File: src/cfp_pkg.sv
`default_nettype none

package cfp_pkg;

   // Framing bytes.
   localparam logic [7:0] HEADER_BYTE = 8'hAA;
   localparam logic [7:0] TAIL_BYTE   = 8'hFF;

   // Position in the nine-byte frame.
   typedef enum logic [3:0] {
      POS_IDLE  = 4'd0,
      POS_HDR2  = 4'd1,
      POS_XH    = 4'd2,
      POS_XL    = 4'd3,
      POS_YH    = 4'd4,
      POS_YL    = 4'd5,
      POS_CK    = 4'd6,
      POS_TAIL1 = 4'd7,
      POS_TAIL2 = 4'd8
   } pos_type;

   // One decoded coordinate pair.
   typedef struct packed {
      logic [15:0] coord_x;
      logic [15:0] coord_y;
   } coord_type;

endpackage

`default_nettype wire

File: src/coordinate_frame_parser.sv
`default_nettype none

// Channel   Direction  Ports                                  Handshake
// req       in         req_rx_byte                            req_valid / req_ready
// rsp       out        rsp_coord_x, rsp_coord_y               rsp_valid / rsp_ready
//
// One received byte is taken per cycle while req_ready is high; a completed,
// checksum-clean frame's result is buffered for rsp with its last tail byte.
// The throughput is one beat per cycle, bounded only by the two-entry output
// buffer: req_ready falls only while both entries hold undelivered results.
// Reset is synchronous and active high; it returns the frame tracker to idle
// and empties the output buffer. Stalls on rsp back up into req_ready.

module coordinate_frame_parser (
   input  logic        clock,
   input  logic        reset,
   input  logic        req_valid,
   output logic        req_ready,
   input  logic [7:0]  req_rx_byte,
   output logic        rsp_valid,
   input  logic        rsp_ready,
   output logic [15:0] rsp_coord_x,
   output logic [15:0] rsp_coord_y
);
   import cfp_pkg::*;

   logic      beat_accept;
   logic      result_valid;
   coord_type result;
   coord_type rsp_data;

   // A byte is consumed whenever the output buffer has room for a possible
   // result, so the tracker advances on every accepted beat.
   assign beat_accept = req_valid && req_ready;

   // The tracker holds the frame position and the captured payload bytes,
   // and decides within the cycle of the second tail byte whether a result
   // goes out.
   cfp_tracker u_tracker (
      .clock          (clock),
      .reset          (reset),
      .beat_valid_i   (beat_accept),
      .beat_byte_i    (req_rx_byte),
      .result_valid_o (result_valid),
      .result_o       (result)
   );

   // The output register plus a skid entry decouple the two sides, so one
   // waiting result never stops new bytes from being taken; a second one does.
   cfp_out_buf u_out_buf (
      .clock       (clock),
      .reset       (reset),
      .push_i      (result_valid),
      .push_data_i (result),
      .ready_o     (req_ready),
      .valid_o     (rsp_valid),
      .ready_i     (rsp_ready),
      .data_o      (rsp_data)
   );

   assign rsp_coord_x = rsp_data.coord_x;
   assign rsp_coord_y = rsp_data.coord_y;

endmodule

`default_nettype wire

File: src/cfp_tracker.sv
`default_nettype none

module cfp_tracker (
   input  logic                clock,
   input  logic                reset,
   input  logic                beat_valid_i,
   input  logic [7:0]          beat_byte_i,
   output logic                result_valid_o,
   output cfp_pkg::coord_type  result_o
);
   import cfp_pkg::*;

   pos_type    pos_ff;
   pos_type    pos_in;
   logic [7:0] xh_ff;
   logic [7:0] xl_ff;
   logic [7:0] yh_ff;
   logic [7:0] yl_ff;
   logic [7:0] ck_ff;
   logic [7:0] sum;

   assign sum = 8'(xh_ff + xl_ff + yh_ff + yl_ff);

   // Next position.
   always_comb begin
      pos_in = pos_ff;
      if (beat_valid_i) begin
         unique case (pos_ff)
            POS_IDLE:  pos_in = (beat_byte_i == HEADER_BYTE) ? POS_HDR2 : POS_IDLE;
            POS_HDR2:  pos_in = (beat_byte_i == HEADER_BYTE) ? POS_XH : POS_IDLE;
            POS_XH:    pos_in = POS_XL;
            POS_XL:    pos_in = POS_YH;
            POS_YH:    pos_in = POS_YL;
            POS_YL:    pos_in = POS_CK;
            POS_CK:    pos_in = POS_TAIL1;
            POS_TAIL1: begin
               if (beat_byte_i == TAIL_BYTE) begin
                  pos_in = POS_TAIL2;
               end else if (beat_byte_i == HEADER_BYTE) begin
                  // A broken tail may itself open the next frame.
                  pos_in = POS_HDR2;
               end else begin
                  pos_in = POS_IDLE;
               end
            end
            POS_TAIL2: pos_in = POS_IDLE;
            default:   pos_in = POS_IDLE;
         endcase
      end
   end

   // Result generation.
   always_comb begin
      result_valid_o   = 1'b0;
      result_o.coord_x = {xh_ff, xl_ff};
      result_o.coord_y = {yh_ff, yl_ff};
      unique case (pos_ff)
         POS_TAIL2: result_valid_o = beat_valid_i && (beat_byte_i == TAIL_BYTE)
                                     && (sum == ck_ff);
         default:   result_valid_o = 1'b0;
      endcase
   end

   always_ff @(posedge clock) begin
      if (reset) begin
         pos_ff <= POS_IDLE;
      end else begin
         pos_ff <= pos_in;
      end
   end

   // Payload bytes are captured in place; they need no reset.
   always_ff @(posedge clock) begin
      if (beat_valid_i) begin
         if (pos_ff == POS_XH) xh_ff <= beat_byte_i;
         if (pos_ff == POS_XL) xl_ff <= beat_byte_i;
         if (pos_ff == POS_YH) yh_ff <= beat_byte_i;
         if (pos_ff == POS_YL) yl_ff <= beat_byte_i;
         if (pos_ff == POS_CK) ck_ff <= beat_byte_i;
      end
   end

endmodule

`default_nettype wire

File: src/cfp_out_buf.sv
`default_nettype none

module cfp_out_buf (
   input  logic                clock,
   input  logic                reset,
   input  logic                push_i,
   input  cfp_pkg::coord_type  push_data_i,
   output logic                ready_o,
   output logic                valid_o,
   input  logic                ready_i,
   output cfp_pkg::coord_type  data_o
);
   import cfp_pkg::*;

   logic      head_valid_ff;
   logic      head_valid_in;
   logic      skid_valid_ff;
   logic      skid_valid_in;
   coord_type head_data_ff;
   coord_type head_data_in;
   coord_type skid_data_ff;
   coord_type skid_data_in;
   logic      pop;

   assign pop     = head_valid_ff && ready_i;
   assign ready_o = !skid_valid_ff;
   assign valid_o = head_valid_ff;
   assign data_o  = head_data_ff;

   always_comb begin
      head_valid_in = head_valid_ff;
      head_data_in  = head_data_ff;
      skid_valid_in = skid_valid_ff;
      skid_data_in  = skid_data_ff;
      if (!head_valid_ff || pop) begin
         if (skid_valid_ff) begin
            head_valid_in = 1'b1;
            head_data_in  = skid_data_ff;
            skid_valid_in = 1'b0;
         end else begin
            head_valid_in = push_i;
            head_data_in  = push_data_i;
         end
      end else if (push_i) begin
         skid_valid_in = 1'b1;
         skid_data_in  = push_data_i;
      end
   end

   always_ff @(posedge clock) begin
      if (reset) begin
         head_valid_ff <= 1'b0;
         skid_valid_ff <= 1'b0;
      end else begin
         head_valid_ff <= head_valid_in;
         skid_valid_ff <= skid_valid_in;
      end
   end

   always_ff @(posedge clock) begin
      head_data_ff <= head_data_in;
      skid_data_ff <= skid_data_in;
   end

   // The skid slot is only ever filled behind an occupied head.
   assert property (@(posedge clock) disable iff (reset)
      skid_valid_ff |-> head_valid_ff)
      else $error("skid entry held while output register is empty");

   // No result may arrive while both slots are full.
   assert property (@(posedge clock) disable iff (reset)
      !(push_i && skid_valid_ff))
      else $error("result pushed into a full output buffer");

   // A skid entry moves forward when the head is taken.
   assert property (@(posedge clock) disable iff (reset)
      (skid_valid_ff && pop) |=> (head_valid_ff && !skid_valid_ff))
      else $error("skid entry lost on output handoff");

endmodule

`default_nettype wire
File: config.mk
export PLATFORM = sky130hd
export DESIGN_NAME = coordinate_frame_parser
export DESIGN_NICKNAME = d
export VERILOG_FILES = /design/src/cfp_pkg.sv /design/src/coordinate_frame_parser.sv /design/src/cfp_tracker.sv /design/src/cfp_out_buf.sv
export SDC_FILE = /design/constraint.sdc
export NUM_CORES = 1
export LEC_CHECK = 0
export ABC_AREA = 1
export BUFFER_PORTS_ARGS = -buffer_cell sky130_fd_sc_hd__clkbuf_2
export CORE_UTILIZATION = 55
export CTS_CLUSTER_SIZE = 16
export DETAILED_ROUTE_END_ITERATION = 7
export GPL_TIMING_DRIVEN = 0
export PLACE_DENSITY_LB_ADDON = 0.08
export SLEW_MARGIN = 20
export SYNTH_ARGS = -nofsm -noshare
export SYNTH_HDL_FRONTEND = slang
export SYNTH_SLANG_ARGS = --single-unit
export TNS_END_PERCENT = 10
File: constraint.sdc
create_clock -name clock -period 5.2 [get_ports clock]
set_input_delay 1.04 -clock clock [delete_from_list [all_inputs] [get_ports clock]]
set_output_delay 1.04 -clock clock [all_outputs]
set_load 0.02 [all_outputs]
**After elaboration in Yosys (flattened, before gate mapping)**

Cells that the tools add are included.

- Register bits after elaboration: 110
- Output and inout port bits: 34
- Logic and storage cells: 49

- Add/subtract/negate cells: 3
- Eq/ne operators: 11
- Muxes and demuxes: 7
- Bitwise logic cells: 1
- Reduce and logical (&&, ||, !) cells: 15

Operator list:

| cell | number |
|---|---|
| $mux W32 | 1 |
| $pmux W4 S8 | 1 |
| $add A8 B8 Y8 | 3 |
| $eq A4 B3 Y1 const B | 4 |
| $eq A8 B8 Y1 const B | 2 |
| $reduce_and A2 Y1 | 6 |
| $eq A4 B2 Y1 const B | 2 |
| $eq A8 B8 Y1 | 1 |
| $eq A4 B1 Y1 const B | 1 |
| $eq A4 B4 Y1 const B | 1 |
| $logic_and A1 B1 Y1 | 4 |
| $logic_not A4 Y1 | 1 |
| $mux W4 | 1 |
| $mux W1 | 3 |
| $logic_not A1 Y1 | 2 |
| $mux W2 | 1 |
| $reduce_or A2 Y1 | 1 |
| $logic_or A1 B1 Y1 | 1 |
| $not A1 Y1 | 1 |

**Depth between registers and ports, before layout**

Gate-level depths: netlist of the first run.

- Depth after elaboration: 7
- Gate-level depth with buffers: 18
- Gate-level depth less buffers: 18

**Hierarchy**

Synthesis of the first run repeated with hierarchy kept, for this count alone.

- Cells, all modules: 423
- Area total of the unflattened synthesis: 4924.7 um2

Modules (own cells, without submodules):

| module | instances | cells an instance | area each (um2) | sequential area each (um2) |
|---|---|---|---|---|
| cfp_out_buf | 1 | 180 | 2509.9 | 1961.9 |
| cfp_tracker | 1 | 241 | 2407.3 | 1281.2 |
| coordinate_frame_parser | 1 | 2 | 7.5 | 0.0 |

**Worst setup path before layout of the first run**

No wires, ideal clock.

- Path kind: flip-flop to flip-flop
- From: register u_tracker.yl_ff[1]
- To: register u_out_buf.skid_data_ff[0] in the netlist's numbering, enable pin
- Setup time: 421 ps
- Arrival time: 4230 ps
- Data required time: 4779 ps
- Setup slack: 549 ps
- Cell stages (with the launch flop): 17
- Cell sequence: edfxtp_1 -> fa_1 -> inv_1 -> fa_1 -> inv_1 -> ha_1 -> fa_1 -> inv_1 -> nand2_1 -> nand2_1 -> nor2_1 -> nand2_1 -> nor2_1 -> nand3_1 -> nor2_1 -> nand3_2 -> nor2_1

- Word-level cells in the longest chain between the ends: 5

Ends and longest elaborated chain:

| item | line | source |
|---|---|---|
| start: declaration | cfp_tracker.sv:18 | `logic [7:0] yl_ff;` |
| start signal: assignment | cfp_tracker.sv:78 | `if (pos_ff == POS_YL) yl_ff <= beat_byte_i;` |
| $add A8 B8 Y8 | cfp_tracker.sv:22 | `assign sum = 8'(xh_ff + xl_ff + yh_ff + yl_ff);` |
| $eq A8 B8 Y1 | cfp_tracker.sv:59 | `&& (sum == ck_ff);` |
| $logic_and A1 B1 Y1 | cfp_tracker.sv:59 |  |
| $mux W1 | cfp_tracker.sv:57 | `unique case (pos_ff)` |
| $reduce_and A2 Y1 (no source line) | n/a |  |
| end signal: assignment | cfp_out_buf.sv:62 | `skid_data_ff <= skid_data_in;` |
| end: declaration | cfp_out_buf.sv:21 | `coord_type skid_data_ff;` |

Every way passes these cells.
A chain may end at the register's enable or synchronous reset.

**Worst setup path in the final report of the first run**

- From: register u_tracker.yl_ff[1]
- To: register u_out_buf.skid_data_ff[29] in the netlist's numbering, enable pin

The elaborated chain is that of the path after synthesis.

==> run metrics, run 1 <==
unrepaired setup endpoints after global routing false; Fin Hold WS ~0.46 ns; Routed WL 8450 um; Pwr Density around 270 mW/mm^2; layout cells sized above 1 16.5%; Congestion Overflow GR 0; Final Cell Area between 0.005 and 0.006 mm^2; Hold Crit Depth 0; Die W 95.2 um; Area Overhead vs Synth 12.5%; peak supply drop around 0.14 mV; Sink Count 110; utilization after layout between 60% and 70%; wire length on met2 about 3900 um; cts-stage hold buffer count 0; Clock transition at path regs approximately 0.11 ns; Post-CTS Setup Bufs 0; number of H-tree levels 3; Peak Freq around 250 MHz; GRT Overall Usage between 20% and 30%; First DRT Iteration DRCs ~150; n_diodes 0; routability cong. approximately 0.9; cts repair resizes 0; Slew HR between 30 and 40%; I/O pin count 46; Seq cells post-synth 110; highest metal used met4; post-synthesis sequential area ratio about 68%; Power Total ~1.5 mW; Root Driver clkbuf_8; CP Data Required Time 5.27 ns; vias in the first global route 2,795; final setup TNS 0 ns; Mapped Cells about 400; clock skew roughly 0.012 ns; Slew Viols, Final 0; worst slew pin tran around 0.95 ns; Final #Nets a little under 500; hpwl dp around 6200 um; first-pass GRT wire length around 14,000 um; total of max-cap violations 0; post-route ant nets 0; Vias roughly 2.9k; Tightest Hold Check Type flop to flop; CP Class flop to flop; Avg Cell Area, Syn 11.8 um^2; initial antenna violation count 0; WL/cell ~15 um; CTS tree yes; crit path launch type flop; Core ar. 0.00830 mm^2; Yosys cell types 27; Pleak approximately 2.2 nW; Pre-antenna DRT Iters 5; Finish-stage setup viols 0; Worst EP arrival between 4 and 5 ns; largest net degree at the start of global routing 35; syn nets 437; M1 wire length between 4000 and 5000 um; R2R Setup Slk between 1 and 1.5 ns; number of CTS-inserted buffers 9; Critical Path Sink Type flop; DR vias/cell around 5.1; Final Cycle Share between 70% and 80%; depth of the most critical reg-to-reg path 17; clock buffer depth 2; most frequent cells in the layout nand2_1 (137), edfxtp_1 (104), inv_1 (50); outcome complete, no violations; most common cell after layout, fill and taps aside nand2_1; Crit Path Max Fanout 27; die area 0.00907 mm^2; starting density of the core between 50% and 60%; FP Rows 33; Mapped Area about 0.0048 mm^2; Chip Height ~95 um; Clock Latency Late Sink 0.37 ns; placed inst area 0.00520 mm^2; YS warnings 0; Hold Fails Final Rpt 0; fillers about 670; # port buffers 45; Final min period between 4 and 5 ns; met3 wire len around 340 um; DRC errors left 0
[synth_stat cells, drive strengths merged]
| cell | number | area [um^2] |
|---|---|---|
| inv | 51 | 191 |
| a22oi | 1 | 7.51 |
| xnor2 | 1 | 8.76 |
| nor4 | 1 | 6.26 |
| or2 | 1 | 6.26 |
| clkbuf | 6 | 22.5 |
| ha | 7 | 87.6 |
| nor2 | 20 | 85.1 |
| nor3 | 4 | 20.0 |
| clkinv | 2 | 7.51 |
| o21ai | 12 | 60.1 |
| nand3 | 18 | 110 |
| buf | 1 | 11.3 |
| xor2 | 2 | 25.0 |
| fa | 14 | 280 |
| nand2 | 137 | 514 |
| nand4 | 4 | 25.0 |
| dfxtp | 6 | 120 |
| a21oi | 10 | 53.8 |
| edfxtp | 104 | 3120 |
| nor4b | 1 | 8.76 |
| nand3b | 1 | 7.51 |
[power by group]
group / internal [mW] / total [mW] / switching (mW)
Combinational: 0.00428 / 0.0149 / 0.0106
Sequential: 0.958 / 0.958 / 0.0000122
Clock: 0.184 / 0.481 / 0.297
Total: 1.15 / 1.45 / 0.308
[cells by family after synthesis]
group                      synth area share, %
adders and majority gates                 7.69
xor gates and xnor gates                 0.707
buffers and inverters                     4.87
AOI/OAI and AO/OA                         2.54
and+or+nand+nor                           16.4
DFF                                       67.8
[worst max-delay path, stage by stage, from the launching register on]
cell	delay, ns
edfxtp_1	0.46
fa_1	0.56
inv_1	0.05
fa_1	0.51
inv_1	0.06
ha_1	0.24
fa_1	0.57
inv_1	0.06
nand2_1	0.06
nand2_1	0.05
nor2_1	0.13
nand2_1	0.07
nor2_1	0.10
nand3_1	0.08
nor2_1	0.13
nand3_2	0.15
nor2_4	0.25
buf_12	0.23
[cell type report]
cell class / count / area, um^2 / share of cell area, %
plain buffers: 7 / 33.8 / 0.628
well taps: 105 / 131 / 2.44
clock inverters: 6 / 56.3 / 1.05
flip-flops and latches: 110 / 3240 / 60.3
clock buffers: 10 / 128 / 2.37
repair buffers: 48 / 260 / 4.84
inverters: 53 / 199 / 3.70
multi-input cells: 234 / 1330 / 24.7
[flip-flops by register name (all words and copies together), names as in the netlist]
register                 flops
u_out_buf.valid_o            1
u_tracker.xh_ff              8
u_tracker.xl_ff              8
u_tracker.yh_ff              8
u_out_buf.data_o            32
u_tracker.ck_ff              8
u_out_buf.skid_data_ff      32
u_out_buf.skid_valid_ff      1
u_tracker.yl_ff              8
u_tracker.pos_ff             4
[metal layers]
layer  global-route usage [%]  vias up
li1                         -     1457
met1                     29.6     1379
met2                     32.4       57
met3                     4.94       11
met4                     7.45        0
met5                        0        -
[per-stage QoR]
stage                     setup slack [ns]  std cells
after global routing                 0.897        573
after global placement              -0.436        554
after CTS                             1.16        573
final                                 1.13        573
after detailed placement              1.19        557
after floorplan                      0.549        404
[path summary, 6_finish.rpt]
path | startpoint | endpoint
max | u_tracker.yl_ff[1]$_DFFE_PP_ | u_out_buf.skid_data_ff[29]$_DFFE_PP_
min | u_tracker.yh_ff[6]$_DFFE_PP_ | u_out_buf.skid_data_ff[14]$_DFFE_PP_
max reg2reg | u_tracker.yl_ff[1]$_DFFE_PP_ | u_out_buf.skid_data_ff[29]$_DFFE_PP_
min reg2reg | u_tracker.yh_ff[6]$_DFFE_PP_ | u_out_buf.skid_data_ff[14]$_DFFE_PP_
Note: power is estimated with default switching activity, not from simulation.
==> run 2: changes to the inputs <==
CORE_UTILIZATION = 53   (was 55)
clock period = 3.4 ns   (was 5.2 ns; I/O delays follow)
==> run metrics, run 2 (synthesis gave the netlist of run 1 again) <==
Clock Latency Late Sink 0.37 ns (about the same); Pre-antenna DRT Iters 4 (was 5); final setup TNS -7.98 ns (was 0 ns); Slew Viols, Final 0 (unchanged); crit-path max cell delay 0.56 ns (was 0.57 ns); Clock transition at path regs 0.10 ns (was 0.11 ns); Routed WL 9140 um (was 8450 um); R2R Path End u_out_buf.skid_data_ff[13]$_DFFE_PP_ (was u_out_buf.skid_data_ff[29]$_DFFE_PP_); largest net degree at the start of global routing 36 (was 35); unrepaired setup endpoints after global routing true (was false); Hold Fails Final Rpt 0 (unchanged); worst slew pin tran 1.06 ns (was 0.952 ns); initial antenna violation count 0 (unchanged); placed inst area 0.00518 mm^2 (was 0.00520 mm^2); CTS tree yes (unchanged); Sink Count 110 (unchanged); setup ws final -0.251 ns (was 1.13 ns); crit path launch type flop (unchanged); Vias 2,941 (was 2,904); number of H-tree levels 3 (unchanged); Final min period 3.65 ns (was 4.07 ns); Final Cycle Share 107% (was 78.3%); fillers 660 (was 671); total of max-cap violations 0 (unchanged); Pleak 2.29 nW (was 2.25 nW); hpwl dp 6340 um (was 6230 um); clock share of power 35.1% (was 33.1%); First DRT Iteration DRCs 191 (was 154); Chip Height 97.0 um (was 95.2 um); number of CTS-inserted buffers 9 (unchanged); I/O pin count 46 (unchanged); Setup crit start u_tracker.yh_ff[1]$_DFFE_PP_ (was u_tracker.yl_ff[1]$_DFFE_PP_); Worst path slowest cell fa_1 (unchanged); Seq pwr share 63.9% (was 65.9%); cell depth of the worst setup path 17 (unchanged); Finish-stage setup viols 34 (was 0); # port buffers 45 (unchanged); DRC errors left 0 (unchanged); outcome finished with violations (was complete, no violations); CP top delay family adder cells (unchanged); depth of the most critical reg-to-reg path 17 (unchanged); n_diodes 0 (unchanged); Die W 97.0 um (was 95.2 um); post-route ant nets 0 (unchanged); Pwr Density 415 mW/mm^2 (was 270 mW/mm^2); switching power 0.471 mW (was 0.308 mW); layout cells sized above 1 19.3% (was 16.5%); Gate power share 1.0% (about the same); failing checks negative setup slack; Worst EP arrival 3.74 ns (was 4.15 ns); peak supply drop 0.237 mV (was 0.140 mV); Slew HR 29.0% (was 36.3%); worst path cell trace fa_1 -> inv_1 -> fa_1 -> inv_2 -> ha_4 -> fa_1 -> inv_1 -> nand2_1 -> nand2_1 -> nor2_1 -> nand2_1 -> nor2_2 -> nand3_2 -> nor2_4 -> nand3_4 -> nor2_4 -> buf_12 (was fa_1 -> inv_1 -> fa_1 -> inv_1 -> ha_1 -> fa_1 -> inv_1 -> nand2_1 -> nand2_1 -> nor2_1 -> nand2_1 -> nor2_1 -> nand3_1 -> nor2_1 -> nand3_2 -> nor2_4 -> buf_12); clock skew 0.0134 ns (was 0.0121 ns); GRT Overall Usage 20.9% (was 21.1%); cell-internal power 1.82 mW (was 1.15 mW); FP Rows 34 (was 33); Final Cell Area 0.00552 mm^2 (was 0.00538 mm^2); Area Overhead vs Synth 15.4% (was 12.5%); clock buffer depth 2 (unchanged); routability cong. 0.859 (was 0.905); vias in the first global route 2,828 (was 2,795); switching portion of total power 20.5% (was 21.2%); Peak Freq 274 MHz (was 246 MHz); die area 0.00941 mm^2 (was 0.00907 mm^2); Crit Path Max Fanout 16 (was 27); most frequent cells in the layout nand2_1 (137), edfxtp_1 (104), inv_1 (49) (was nand2_1 (137), edfxtp_1 (104), inv_1 (50)); Critical Path Sink Type flop (unchanged); reg2reg start u_tracker.yh_ff[1]$_DFFE_PP_ (was u_tracker.yl_ff[1]$_DFFE_PP_); WL/cell 15.7 um (was 14.8 um); CP Class flop to flop (unchanged); DP Cell Count 559 (was 557); Root Driver clkbuf_8 (unchanged); CP Buf/Inv Count 4 (unchanged); DR vias/cell 5.04 (was 5.07); most common cell after layout, fill and taps aside nand2_1 (unchanged); Worst setup endpoint u_out_buf.skid_data_ff[13]$_DFFE_PP_ (was u_out_buf.skid_data_ff[29]$_DFFE_PP_); CP Data Required Time 3.49 ns (was 5.27 ns); Finished Layout Cells 584 (was 573); Congestion Overflow GR 0 (unchanged); Core ar. 0.00872 mm^2 (was 0.00830 mm^2); first-pass GRT wire length 14,500 um (was 13,700 um); starting density of the core 54.8% (was 57.6%); Final #Nets 504 (was 496); R2R Setup Slk -0.25 ns (was 1.13 ns); Tightest Hold Check Type flop to flop (unchanged)
==> run 2: changes by cell type in the layout (fill, tap and decap cells not counted), moves of 2 or more <==
cell and change:
nor2_1 -2, buf_6 +2, nor2_4 +2, buf_4 +5, clkinvlp_4 +2
==> run 2: power by group through the flow <==
stage          Combinational, mW  Clock, mW  Sequential (mW)
4_1_cts                   0.0237      0.822             1.46
3_3_place_gp              0.0224          0             1.50
3_5_place_dp              0.0236          0             1.50
6_report                  0.0237      0.805             1.46
5_1_grt                   0.0261      0.876             1.46
2_1_floorplan            0.00611          0             1.50
==> run 2: worst min-delay path by stage <==
stage / slack (ns) / depth (start not counted) / start / to
after CTS: 0.47 / 0 / u_tracker.xh_ff[1]$_DFFE_PP_ / u_out_buf.skid_data_ff[25]$_DFFE_PP_
final: 0.45 / 0 / u_tracker.xh_ff[1]$_DFFE_PP_ / u_out_buf.skid_data_ff[25]$_DFFE_PP_
after global routing: 0.48 / 0 / u_tracker.xh_ff[6]$_DFFE_PP_ / u_out_buf.skid_data_ff[30]$_DFFE_PP_
after detailed placement: 0.44 / 0 / u_tracker.xh_ff[1]$_DFFE_PP_ / u_out_buf.skid_data_ff[25]$_DFFE_PP_
after floorplan: 0.43 / 0 / u_tracker.yh_ff[6]$_DFFE_PP_ / u_out_buf.skid_data_ff[14]$_DFFE_PP_
after global placement: 0.43 / 0 / u_tracker.xh_ff[1]$_DFFE_PP_ / u_out_buf.skid_data_ff[25]$_DFFE_PP_
==> run 2: final cells by class <==
cell class	instances	area [um^2]	share of cell area [%]
clock inverters	7	83.8	1.52
clock buffers	9	124	2.24
plain buffers	7	33.8	0.612
inverters	53	199	3.60
multi-input cells	235	1380	25.0
flip-flops and latches	110	3240	58.8
well taps	108	135	2.45
repair buffers	55	320	5.80
==> run 2: metal layers <==
layer  vias up  wire, um  GRT usage [%]
met3        12       344           4.62
met2        78      4520           33.9
met5         -         0              0
li1       1468         -              -
met1      1383      4160           28.1
met4         0       118           7.12
==> run 2: metrics by stage <==
| step | power [mW] | util [%] | hold WS, ns | setup slack [ns] |
|---|---|---|---|---|
| floorplan | 1.50 | - | 0.426 | -0.325 |
| global placement | 1.52 | 59.1 | 0.430 | -0.831 |
| detailed placement | 1.52 | 59.4 | 0.440 | -0.827 |
| CTS | 2.31 | 63.0 | 0.467 | -0.287 |
| global route | 2.37 | 63.3 | 0.480 | -0.417 |
| finish | 2.29 | 63.3 | 0.454 | -0.251 |
==> run 2: what timing repair did <==
| item | CTS | global route |
|---|---|---|
| hold buffers | 0 | 0 |
| setup endpoints to repair | 34 | 34 |
| setup buffers | 6 | 2 |
| endpoints found under the hold margin | 0 | 0 |
| gates resized for setup | 9 | 2 |
| pin swaps | 8 | 2 |
| cloned | 1 | 0 |
==> run 2: worst register-to-register path, cell delays in order (launching register included) <==
cell and delay (ns):
edfxtp_1 0.43, fa_1 0.56, inv_1 0.05, fa_1 0.50, inv_2 0.05, ha_4 0.16, fa_1 0.52, inv_1 0.05
nand2_1 0.06, nand2_1 0.05, nor2_1 0.08, nand2_1 0.06, nor2_2 0.12, nand3_2 0.12, nor2_4 0.12, nand3_4 0.13
nor2_4 0.13, buf_12 0.17
==> run 3: changes to the inputs <==
SYNTH_HIERARCHICAL = 1   (was default)
==> run metrics, run 3 <==
Final Cycle Share 111% (was 107%); Area Overhead vs Synth 14.2% (was 15.4%); failing checks design-rule violations, negative setup slack (was negative setup slack); hpwl dp 6160 um (was 6340 um); most common cell after layout, fill and taps aside nand2_1 (unchanged); Pre-antenna DRT Iters 8 (was 4); cell taking the most area after synthesis edfxtp_1 (unchanged); unrepaired setup endpoints after global routing true (unchanged); GRT Overall Usage 20.1% (was 20.9%); Post-synth EDFFs 104 (unchanged); top cells by area, synth edfxtp_1 (63%), nand2_1 (11%), fa_1 (5.7%), inv_1 (3.6%), nand2_2 (2.5%) (was edfxtp_1 (65%), nand2_1 (11%), fa_1 (5.9%), inv_1 (4.0%), dfxtp_1 (2.5%)); WL/cell 14.6 um (was 15.7 um); CTS tree yes (unchanged); worst path cell trace fa_1 -> inv_2 -> fa_1 -> inv_2 -> ha_4 -> fa_1 -> inv_1 -> nand2_1 -> nand2_1 -> inv_1 -> nand2_1 -> nor2_1 -> nand3_1 -> nor2_1 -> nand3_1 -> nor2_2 -> inv_2 -> nor2_4 -> buf_12 (was fa_1 -> inv_1 -> fa_1 -> inv_2 -> ha_4 -> fa_1 -> inv_1 -> nand2_1 -> nand2_1 -> nor2_1 -> nand2_1 -> nor2_2 -> nand3_2 -> nor2_4 -> nand3_4 -> nor2_4 -> buf_12); crit path launch type flop (unchanged); Vias 3,037 (was 2,941); Clock transition at path regs 0.10 ns (about the same); placed inst area 0.00533 mm^2 (was 0.00518 mm^2); CP Class flop to flop (unchanged); Core ar. 0.00885 mm^2 (was 0.00872 mm^2); initial antenna violation count 0 (unchanged); worst slew pin tran 1.04 ns (was 1.06 ns); DRC errors left 6 (was 0); synth cell count leaders nand2_1 (150), edfxtp_1 (104), inv_1 (47) (was nand2_1 (137), edfxtp_1 (104), inv_1 (51)); Hold Fails Final Rpt 0 (unchanged); Mapped Area 0.00492 mm^2 (was 0.00478 mm^2); FP Rows 34 (unchanged); # port buffers 45 (unchanged); n_diodes 0 (unchanged); Pleak 2.40 nW (was 2.29 nW); die area 0.00968 mm^2 (was 0.00941 mm^2); vias in the first global route 2,942 (was 2,828); Clock Latency Late Sink 0.36 ns (was 0.37 ns); routability cong. 0.863 (was 0.859); outcome finished with violations (unchanged); DP Cell Count 578 (was 559); number of H-tree levels 3 (unchanged); CP Data Required Time 3.48 ns (was 3.49 ns); Final min period 3.77 ns (was 3.65 ns); Tightest Hold Check Type flop to flop (unchanged); total of max-cap violations 0 (unchanged); most frequent cells in the layout nand2_1 (149), edfxtp_1 (104), clkbuf_2 (45) (was nand2_1 (137), edfxtp_1 (104), inv_1 (49)); post-route ant nets 0 (unchanged); Final Cell Area 0.00562 mm^2 (was 0.00552 mm^2); Slew HR 30.4% (was 29.0%); Final #Nets 520 (was 504); first-pass GRT wire length 14,400 um (was 14,500 um); Worst EP arrival 3.85 ns (was 3.74 ns); Chip Height 98.4 um (was 97.0 um); R2R Setup Slk -0.37 ns (was -0.25 ns); clock skew 0.00874 ns (was 0.0134 ns); Worst path slowest cell fa_1 (unchanged); asr flop ratio synth 0% (unchanged); Finished Layout Cells 599 (was 584); Peak Freq 265 MHz (was 274 MHz); DR vias/cell 5.07 (was 5.04); post-synth top area share 63.4% (was 65.3%); post-synthesis sequential area ratio 65.9% (was 67.8%); Seq cells post-synth 110 (unchanged); largest net degree at the start of global routing 35 (was 36); starting density of the core 55.7% (was 54.8%); clock buffer depth 2 (unchanged); top_reg_cell synth edfxtp_1 (unchanged); First DRT Iteration DRCs 141 (was 191); Root Driver clkbuf_8 (unchanged); Power Total 2.27 mW (was 2.29 mW); Die W 98.4 um (was 97.0 um); Finish-stage setup viols 32 (was 34); Avg Cell Area, Syn 11.6 um^2 (was 11.8 um^2); Critical Path Sink Type flop (unchanged); CP top delay family adder cells (unchanged); most common cell in the netlist nand2_1 (unchanged); Routed WL 8760 um (was 9140 um); Sink Count 110 (unchanged); I/O pin count 46 (unchanged); Mapped Cells 423 (was 404); utilization after layout 63.5% (was 63.3%); peak supply drop 0.241 mV (was 0.237 mV); Yosys cell types 26 (was 27); crit-path max cell delay 0.58 ns (was 0.56 ns); final setup TNS -11.67 ns (was -7.98 ns); Crit Path Max Fanout 9 (was 16); setup ws final -0.369 ns (was -0.251 ns); Slew Viols, Final 0 (unchanged); number of CTS-inserted buffers 9 (unchanged); layout cells sized above 1 23.4% (was 19.3%); Pwr Density 403 mW/mm^2 (was 415 mW/mm^2); YS warnings 6 (was 0); CP Buf/Inv Count 6 (was 4); syn nets 456 (was 437); Congestion Overflow GR 0 (unchanged)
-- run 3: worst paths after layout --
check	startpoint	end	cells after the start
hold / removal	u_tracker/pos_ff[2]$_SDFFE_PP0P_	u_tracker/pos_ff[2]$_SDFFE_PP0P_	2
setup / recovery	u_tracker/xl_ff[1]$_DFFE_PP_	u_out_buf/skid_data_ff[31]$_DFFE_PP_	19
hold reg to reg	u_tracker/pos_ff[2]$_SDFFE_PP0P_	u_tracker/pos_ff[2]$_SDFFE_PP0P_	2
setup reg to reg	u_tracker/xl_ff[1]$_DFFE_PP_	u_out_buf/skid_data_ff[31]$_DFFE_PP_	19
-- run 3: repair_timing --
item | CTS | global route
setup buffers | 5 | 0
gates cloned | 1 | 0
resized for setup | 3 | 1
hold endpoints to repair | 0 | 0
pin swaps | 3 | 1
hold buffers | 0 | 0
setup endpoints to repair | 32 | 34
-- run 3: final cells by class --
type,count,area (um^2)
plain buffers,8,100
clock buffers,9,124
clock inverters,6,71.3
fillers,678,3230
inverters,52,203
multi-input cells,254,1430
flip-flops and latches,110,3240
well taps,108,135
repair buffers,52,313
-- run 3: cells by family after synthesis --
family / count (synthesis) / share of synthesized area [%]
AOI/OAI and AO/OA: 14 / 1.68
xor gates and xnor gates: 3 / 0.534
adders and majority gates: 21 / 7.47
buffers and inverters: 60 / 6.15
DFF: 110 / 65.9
and+or+nand+nor: 215 / 18.3
-- run 3: worst reg2reg max path: stages, from the launching register on --
cell and delay (ns):
edfxtp_1 0.43, fa_1 0.58, inv_2 0.04, fa_1 0.49
inv_2 0.05, ha_4 0.16, fa_1 0.52, inv_1 0.05
nand2_1 0.06, nand2_1 0.07, inv_1 0.06, nand2_1 0.04
nor2_1 0.08, nand3_1 0.08, nor2_1 0.11, nand3_1 0.10
nor2_2 0.14, inv_2 0.10, nor2_4 0.16, buf_12 0.17
-- run 3: stage by stage --
step | worst slack [ns] | hold WS, ns
after floorplan | -0.382 | 0.450
after global placement | -0.879 | 0.466
after detailed placement | -0.906 | 0.469
after CTS | -0.373 | 0.486
after global routing | -0.635 | 0.508
final | -0.369 | 0.485
-- run 3: power breakdown --
part	switching [mW]	internal, mW	leakage (nW)
sequential	0.0000268	1.46	1.03
clock	0.434	0.345	0.0976
combinational	0.0164	0.00617	1.27
-- run 3: routing by layer --
layer | up-vias | part of all wire [%] | global-route usage, %
met5 | - | 0 | 0
met4 | 0 | 1.9 | 8.96
met3 | 10 | 4.5 | 3.94
met2 | 86 | 48 | 31.6
met1 | 1438 | 46 | 27.4
li1 | 1503 | - | -
